===== config.mk =====
export PLATFORM = sky130hd
export DESIGN_NAME = cpl_front
export DESIGN_NICKNAME = d
export VERILOG_FILES = /design/src/design/cpl_pkg.sv /design/src/design/cpl_front.sv
export SDC_FILE = /design/constraint.sdc
export NUM_CORES = 1
export LEC_CHECK = 0
export BUFFER_PORTS_ARGS = -buffer_cell sky130_fd_sc_hd__buf_4
export CORE_MARGIN = 2
export CORE_UTILIZATION = 52
export DETAILED_ROUTE_END_ITERATION = 10
export GPL_ROUTABILITY_DRIVEN = 0
export GPL_TIMING_DRIVEN = 0
export HOLD_SLACK_MARGIN = 0.05
export PLACE_DENSITY_LB_ADDON = 0.15
export SETUP_SLACK_MARGIN = 0.3
export SLEW_MARGIN = 30
export SYNTH_ARGS = -nofsm -noshare
export SYNTH_HDL_FRONTEND = slang
export SYNTH_SLANG_ARGS = --single-unit
export TNS_END_PERCENT = 30

===== constraint.sdc =====
create_clock -name aclk -period 4.9 [get_ports aclk]
set_input_delay 0.245 -clock aclk [delete_from_list [all_inputs] [get_ports aclk]]
set_output_delay 0.245 -clock aclk [all_outputs]
set_load 0.005 [all_outputs]

===== src/design/cpl_pkg.sv =====
`default_nettype none
// ----------------------------------------------------------------------------
// cpl_pkg
// shared types, constants and codes of the code point to pinyin lookup
// ----------------------------------------------------------------------------
package cpl_pkg;

    localparam int DENSE_DEPTH_DEF    = 16384;
    localparam int SPARSE_DEPTH_DEF   = 8192;
    localparam int EXTRA_DEPTH_DEF    = 4096;
    localparam int EXT_DEPTH_DEF      = 4096;
    localparam int DENSE_FLAG_BIT_DEF = 15;

    localparam int PAGE_DEPTH = 256;
    localparam logic [20:0] SPECIAL_POINT = 21'h30EDD;
    localparam logic [4:0]  EXT_PLANE     = 5'd2;

    // table identifiers carried by write items
    localparam logic [2:0] TBL_OFFSETS    = 3'd0;
    localparam logic [2:0] TBL_COUNTS     = 3'd1;
    localparam logic [2:0] TBL_DENSE      = 3'd2;
    localparam logic [2:0] TBL_SPARSE_LOW = 3'd3;
    localparam logic [2:0] TBL_SPARSE_PY  = 3'd4;
    localparam logic [2:0] TBL_EXTRA      = 3'd5;
    localparam logic [2:0] TBL_EXT        = 3'd6;

    // register indexes
    localparam logic [2:0] REG_PAGE_BASE  = 3'd0;
    localparam logic [2:0] REG_PAGE_TOTAL = 3'd1;
    localparam logic [2:0] REG_EXTRA_USED = 3'd2;
    localparam logic [2:0] REG_EXT_USED   = 3'd3;
    localparam logic [2:0] REG_SPECIAL    = 3'd4;

    // classified item handed from front to back
    typedef struct packed {
        logic        is_write;
        logic [2:0]  table_id;
        logic [13:0] table_addr;
        logic [31:0] table_word;
        logic [20:0] codepoint;
    } cpl_item_t;

endpackage
`default_nettype wire


===== src/design/cpl_front.sv =====
`default_nettype none
// ----------------------------------------------------------------------------
// cpl_front
// two-entry input queue feeding the lookup engine
// ----------------------------------------------------------------------------
module cpl_front (
    input  wire logic                aclk,
    input  wire logic                aresetn,
    input  wire logic                in_valid,
    output logic                     in_ready,
    input  wire cpl_pkg::cpl_item_t  in_item,
    output logic                     q_valid,
    input  wire logic                q_ready,
    output cpl_pkg::cpl_item_t       q_item
);

    cpl_pkg::cpl_item_t slot_reg [2];
    logic       wr_ptr_reg, rd_ptr_reg;
    logic [1:0] cnt_reg;
    logic       push, pop;

    assign in_ready = (cnt_reg != 2'd2);
    assign q_valid  = (cnt_reg != 2'd0);
    assign q_item   = slot_reg[rd_ptr_reg];
    assign push     = in_valid && in_ready;
    assign pop      = q_valid && q_ready;

    // queue storage
    always_ff @(posedge aclk) begin
        if (push) begin
            slot_reg[wr_ptr_reg] <= in_item;
        end
    end

    // queue pointers and fill level
    always_ff @(posedge aclk) begin
        if (!aresetn) begin
            wr_ptr_reg <= 1'b0;
            rd_ptr_reg <= 1'b0;
            cnt_reg    <= 2'd0;
        end else begin
            if (push) wr_ptr_reg <= ~wr_ptr_reg;
            if (pop)  rd_ptr_reg <= ~rd_ptr_reg;
            cnt_reg <= cnt_reg + {1'b0, push} - {1'b0, pop};
        end
    end

endmodule
`default_nettype wire


==> metrics.log, run 1 <==
INFO  metric timing.final.max_slew_violations = 0
INFO  metric drv.max_cap_violation_count = 0
INFO  metric yosys_warnings = 0
INFO  metric clock_sinks = 147
INFO  metric syn_area = 5710 sq um
INFO  metric leakage = 3.38 nW
INFO  metric final.setup.worst_slack = 2.98 ns
INFO  metric worstReg2RegStart = cnt_reg[0]
INFO  metric layout-area-overhead-vs-synth = 49.0%
INFO  metric drive_gt1_frac = 0.523
INFO  metric insertion_delay = 0.51 ns
INFO  metric setup.worst_path.start_class = flip-flop
INFO  metric final_area = 8510 sq um
INFO  metric grt_overflow = 0
INFO  metric start_util = 0.529
INFO  metric grt_first_pass_wirelength = 16300 um
INFO  metric sequential_share_of_the_synthesized_area = 0.764
INFO  metric placed_cell_area = 7130 sq um
INFO  metric min_path_cells = 3
INFO  metric dieArea = 11800 sq um
INFO  metric fmax = 520 MHz
INFO  metric finalHoldViolCount = 0
INFO  metric mostFrequentLayoutCell = buf_4
INFO  metric hold_start = in_valid
INFO  metric synth_seq_cells = 147
INFO  metric clock_buffers_created_by_tritoncts = 17
INFO  metric totalWireLength = 10800 um
INFO  metric critPathMaxFanout = 10
INFO  metric synth_nets = 322
INFO  metric post_drt_wl_per_cell = 16.8 um
INFO  metric number_of_antenna_violations_at_the_first_check_in_global_routing = 0
INFO  metric detail_route.iter0.violations = 105
INFO  metric dp_hpwl = 6320 um
INFO  metric drt_drc_violations_left = 0
INFO  metric drt-pass1-iter-count = 4
INFO  metric post_cts.repair.setup_buffers = 0
INFO  metric holdCritPathClass = in2reg
INFO  metric finalSetupViolCount = 0
INFO  metric final_antenna_net_count = 0
INFO  metric worst-endpoint-required = 4.66 ns
INFO  metric clock_tree_from_tritoncts = yes
INFO  metric cts_htree_levels = 4
INFO  metric synth_cells = 245
INFO  metric grt_max_degree = 43
INFO  metric worstRegToRegCells = 8
INFO  metric ctsRootBufferMaster = clkbuf_8
INFO  metric data_arrival_critical_path = 1.68 ns
INFO  metric path_class = reg2out
INFO  metric antenna_cells = 0
INFO  metric synth.avg_cell_area = 23.3 sq um
INFO  metric row_count = 38
INFO  metric cts_buffer_depth = 2
INFO  metric post-route-min-period = 1.92 ns
INFO  metric least_margin_pin_slew = 0.457 ns
INFO  metric core_area = 10800 sq um
INFO  metric fraction_of_the_cycle_the_final_worst_path_needs = 0.392
INFO  metric critPathCaptureType = primary output
INFO  metric vias_per_cell = 4.80
INFO  metric layout.cells.most_common_list = buf_4 (147), edfxtp_1 (142), dlygate4sd3_1 (72), mux2_4 (70), clkbuf_16 (16)
INFO  metric rsz0062_at_grt = no
INFO  metric io_pins = 148
INFO  metric total_routing_resource_utilization_after_global_routing = 0.189
INFO  metric vdd_ir_drop_max = 0.348 mV
INFO  metric first_global_vias = 3321
INFO  metric width_of_the_die = 109 um
INFO  metric pwr_density_cell = 494 nW/um^2
INFO  metric finish.net_count = 565
INFO  metric detailroute.via_count = 3074
INFO  metric relSlewSlack = 0.695
INFO  metric outcome = finished clean
INFO  metric preCtsSetupSlack = 3.13 ns
INFO  metric placement.io_buffers = 147
INFO  metric largest_register_ff_count = 142
INFO  metric clk_pin_slew_worst_paths = 0.06 ns
INFO  metric finClkSkew = 0.00553 ns
INFO  metric die_y = 109 um
INFO  metric synthDistinctLibCells = 18
## area by class of cell
class / instances / area [sq um]
Tap cell: 140 / 175
Fill cell: 576 / 2280
Timing Repair Buffer: 224 / 1950
Buffer: 8 / 151
Sequential cell: 147 / 4360
Clock inverter: 10 / 204
Multi-Input combinational cell: 89 / 1200
Inverter: 1 / 3.75
Clock buffer: 22 / 453
## cells by family after synthesis
| family | Yosys count | synth area share |
|---|---|---|
| mux | 72 | 0.188 |
| xor+xnor | 3 | 0.00460 |
| compound gates | 1 | 0.00131 |
| buf+inv | 9 | 0.0272 |
| simple gates | 11 | 0.0107 |
| fa+ha+maj | 2 | 0.00438 |
| flops | 147 | 0.764 |
## power breakdown
part | leakage, nW | internal, mW | switching [mW] | total, mW
sequential | 1.37 | 1.58 | 0.0481 | 1.63
combinational | 1.70 | 0.727 | 0.433 | 1.16
clock | 0.313 | 0.955 | 0.467 | 1.42
total | 3.38 | 3.26 | 0.948 | 4.21
## through the flow
step	cells	setup TNS, ns	power [mW]	util	hold WS (ns)
floorplan	245	0	2.29	-	0.344
global placement	532	-58.80	2.71	0.648	0.429
detailed placement	537	0	2.77	0.661	0.432
CTS	641	0	4.23	0.789	0.113
global route	641	0	4.38	0.789	0.132
finish	641	0	4.21	0.789	0.130
## cell usage after synthesis
library cell  count  area share
and2_1            2      0.0022
and3_1            1      0.0011
buf_12            7       0.025
buf_6             1      0.0020
dfxtp_1           5       0.018
edfxtp_1        142        0.75
ha_1              2      0.0044
inv_1             1     0.00066
mux2_2            1      0.0020
mux2_4           70        0.18
mux2i_1           1      0.0018
nand2_1           2      0.0013
nand2b_1          2      0.0022
nor2_1            1     0.00066
nor2b_1           2      0.0022
o21a_1            1      0.0013
or2_2             1      0.0011
xnor2_1           3      0.0046
## metal layers
metal | up-vias | track usage | routed length, um
met1 | 1491 | 0.202 | 4000
met4 | 0 | 0.0797 | 203
met5 | - | 0 | 0
met2 | 111 | 0.338 | 5880
li1 | 1453 | - | -
met3 | 19 | 0.0652 | 697
## worst paths after layout
check               endpoint  slack [ns]
hold / removal    wr_ptr_reg        0.13
setup / recovery  q_item[37]        2.98
setup reg to reg  cnt_reg[1]        3.07
hold reg to reg   wr_ptr_reg        0.54
## timing repair
| action | in CTS | in global routing |
|---|---|---|
| resized for setup | 0 | 0 |
| hold buffers | 72 | 0 |
| hold endpoints to repair | 147 | 0 |
## critical path, stage by stage (launching register included)
cell and delay [ns]:
dfxtp_1 0.32, buf_6 0.21, buf_12 0.18, mux2_4 0.31
buf_4 0.14
Power figures use the tool's default switching activity.
==> run 2: changes to the inputs <==
- clock period: 4.9 -> 1.94 ns (I/O delays scaled with it)
==> metrics.log, run 2 (synthesis gave the netlist of run 1 again) <==
INFO  metric outcome = finished clean
INFO  metric p_comb_frac = 0.286
INFO  metric final_antenna_net_count = 0
INFO  metric swShare = 0.229
INFO  metric crit_chain = buf_12 -> buf_12 -> mux2_4 -> buf_4
INFO  metric critPathCaptureType = primary output
INFO  metric largest_register_ff_count = 142
INFO  metric critPathMaxFanout = 10
INFO  metric total_routing_resource_utilization_after_global_routing = 0.187
INFO  metric clock_buffers_created_by_tritoncts = 17
INFO  metric data_arrival_critical_path = 1.61 ns
INFO  metric drt-pass1-iter-count = 4
INFO  metric cellInternalPower = 8.04 mW
INFO  metric antenna_cells = 0
INFO  metric finish.net_count = 570
INFO  metric drive_gt1_frac = 0.530
INFO  metric r2r_setup_slack = 0.27 ns
INFO  metric detail_route.iter0.violations = 102
INFO  metric layout.cells.most_common_list = buf_4 (151), edfxtp_1 (142), dlygate4sd3_1 (74), mux2_4 (70), clkbuf_16 (16)
INFO  metric fraction_of_the_cycle_the_final_worst_path_needs = 0.877
INFO  metric leakage = 3.38 nW
INFO  metric timing.final.max_slew_violations = 0
INFO  metric min_path_cells = 2
INFO  metric row_count = 38
INFO  metric critical_r2r_capture = slot_reg[1][25]
INFO  metric pwr-share-seq = 0.395
INFO  metric vdd_ir_drop_max = 0.751 mV
INFO  metric cts_htree_levels = 4
INFO  metric power_frac_clock = 0.319
INFO  metric mostFrequentLayoutCell = buf_4
INFO  metric ctsRootBufferMaster = clkbuf_8
INFO  metric drt_drc_violations_left = 0
INFO  metric least_margin_pin_slew = 0.466 ns
INFO  metric post_drt_wl_per_cell = 16.7 um
INFO  metric worstRegToRegCells = 3
INFO  metric cts_buffer_depth = 2
INFO  metric path_class = reg2out
INFO  metric design_power_total = 10.4 mW
INFO  metric detailroute.via_count = 3074
INFO  metric start_util = 0.529
INFO  metric use_met3 = 0.0526
INFO  metric worst-endpoint-required = 1.84 ns
INFO  metric number_of_antenna_violations_at_the_first_check_in_global_routing = 0
INFO  metric core_area = 10800 sq um
INFO  metric vias_per_cell = 4.77
INFO  metric layout-area-overhead-vs-synth = 49.0%
INFO  metric finClkSkew = 0.00996 ns
INFO  metric grt_first_pass_wirelength = 16200 um
INFO  metric crit_top_cell = buf_12
INFO  metric setup.worst_path.start_class = flip-flop
INFO  metric grt_overflow = 0
INFO  metric worst_hold_slack = 0.307 ns
INFO  metric fmax = 587 MHz
INFO  metric dp_hpwl = 6450 um
INFO  metric die_y = 109 um
INFO  metric first_global_vias = 3330
INFO  metric totalWireLength = 10800 um
INFO  metric pwr_density_cell = 1230 nW/um^2
INFO  metric width_of_the_die = 109 um
INFO  metric grt.busiest_layer = met2
INFO  metric finalSetupViolCount = 0
INFO  metric worstReg2RegStart = cnt_reg[0]
INFO  metric insertion_delay = 0.51 ns
INFO  metric clk_pin_slew_worst_paths = 0.06 ns
INFO  metric whs_endpoint = slot_reg[0][43]
INFO  metric holdCritPathClass = in2reg
INFO  metric finalHoldViolCount = 0
INFO  metric grt.met1_usage = 0.201
INFO  metric critical_path.slowest_cell = dfxtp_2
INFO  metric rsz0062_at_grt = yes
INFO  metric clock_tree_from_tritoncts = yes
INFO  metric relSlewSlack = 0.689
INFO  metric hold_start = in_item[43]
INFO  metric placement.io_buffers = 147
INFO  metric drv.max_cap_violation_count = 0
INFO  metric switching_power = 2.39 mW
INFO  metric io_pins = 148
INFO  metric grt_max_degree = 42
INFO  metric post-route-min-period = 1.70 ns
INFO  metric dieArea = 11800 sq um
INFO  metric critical-path-max-stage-delay = 0.34 ns
INFO  metric clock_sinks = 147
INFO  metric grt.met2_usage = 0.340
-- run 2: cell count changes in the layout (fill, tap and decap cells not counted), moves of 2 or more --
cell	delta
buf_4	+4
clkbuf_1	-3
clkinv_1	+3
clkbuf_8	-2
dfxtp_1	-2
dfxtp_2	+2
dlygate4sd3_1	+2
-- run 2: power groups by stage --
stage	Combinational [mW]	Clock, mW	Sequential, mW
finish	2.98	3.33	4.12
global route	3.19	3.51	4.16
CTS	2.98	3.38	4.12
detailed placement	2.83	0	4.18
global placement	2.66	0	4.17
floorplan	1.63	0	4.15
-- run 2: layer usage --
metal  routed length, um  up-vias
met3                 568       18
met5                   0        -
met2                5970       99
met1                4000     1498
met4                 205        0
li1                    -     1459
-- run 2: area by class of cell --
type / count / area [sq um]
Buffer: 8 / 160
Inverter: 1 / 3.75
Timing Repair Buffer: 229 / 1980
Clock buffer: 17 / 414
Sequential cell: 147 / 4370
Tap cell: 140 / 175
Fill cell: 579 / 2280
Clock inverter: 13 / 191
Multi-Input combinational cell: 89 / 1220
-- run 2: worst max-delay path, delay by kind of cell (launching register included) --
family   cells  cell delay [ns]
flops        1             0.34
mux          1             0.31
buf+inv      3             0.46
-- run 2: worst max-delay path by stage --
stage | end | slack [ns] | cells past startpoint
final | q_item[40] | 0.24 | 4
after global routing | q_item[65] | 0.17 | 4
after CTS | q_item[65] | 0.17 | 4
after detailed placement | slot_reg[0][28] | 0.20 | 5
after global placement | slot_reg[0][28] | -0.64 | 3
after floorplan | slot_reg[0][0] | -0.06 | 3
-- run 2: through the flow --
step | TNS (ns) | util | setup WS, ns | std cells | area, sq um
4_1_cts | 0 | 0.786 | 0.171 | 641 | 8480
5_1_grt | 0 | 0.788 | 0.169 | 644 | 8510
3_3_place_gp | -71.04 | 0.650 | -0.642 | 532 | 7020
3_5_place_dp | 0 | 0.660 | 0.200 | 536 | 7120
2_1_floorplan | -4.53 | - | -0.0639 | 245 | 5740
6_report | 0 | 0.788 | 0.238 | 644 | 8510
-- run 2: repair_timing --
action,in CTS,in global routing
setup buffers,1,3
endpoints found under the hold margin,147,0
hold buffers,74,0
endpoints found under the setup margin,133,133
gates resized for setup,2,1
pin swaps,0,1
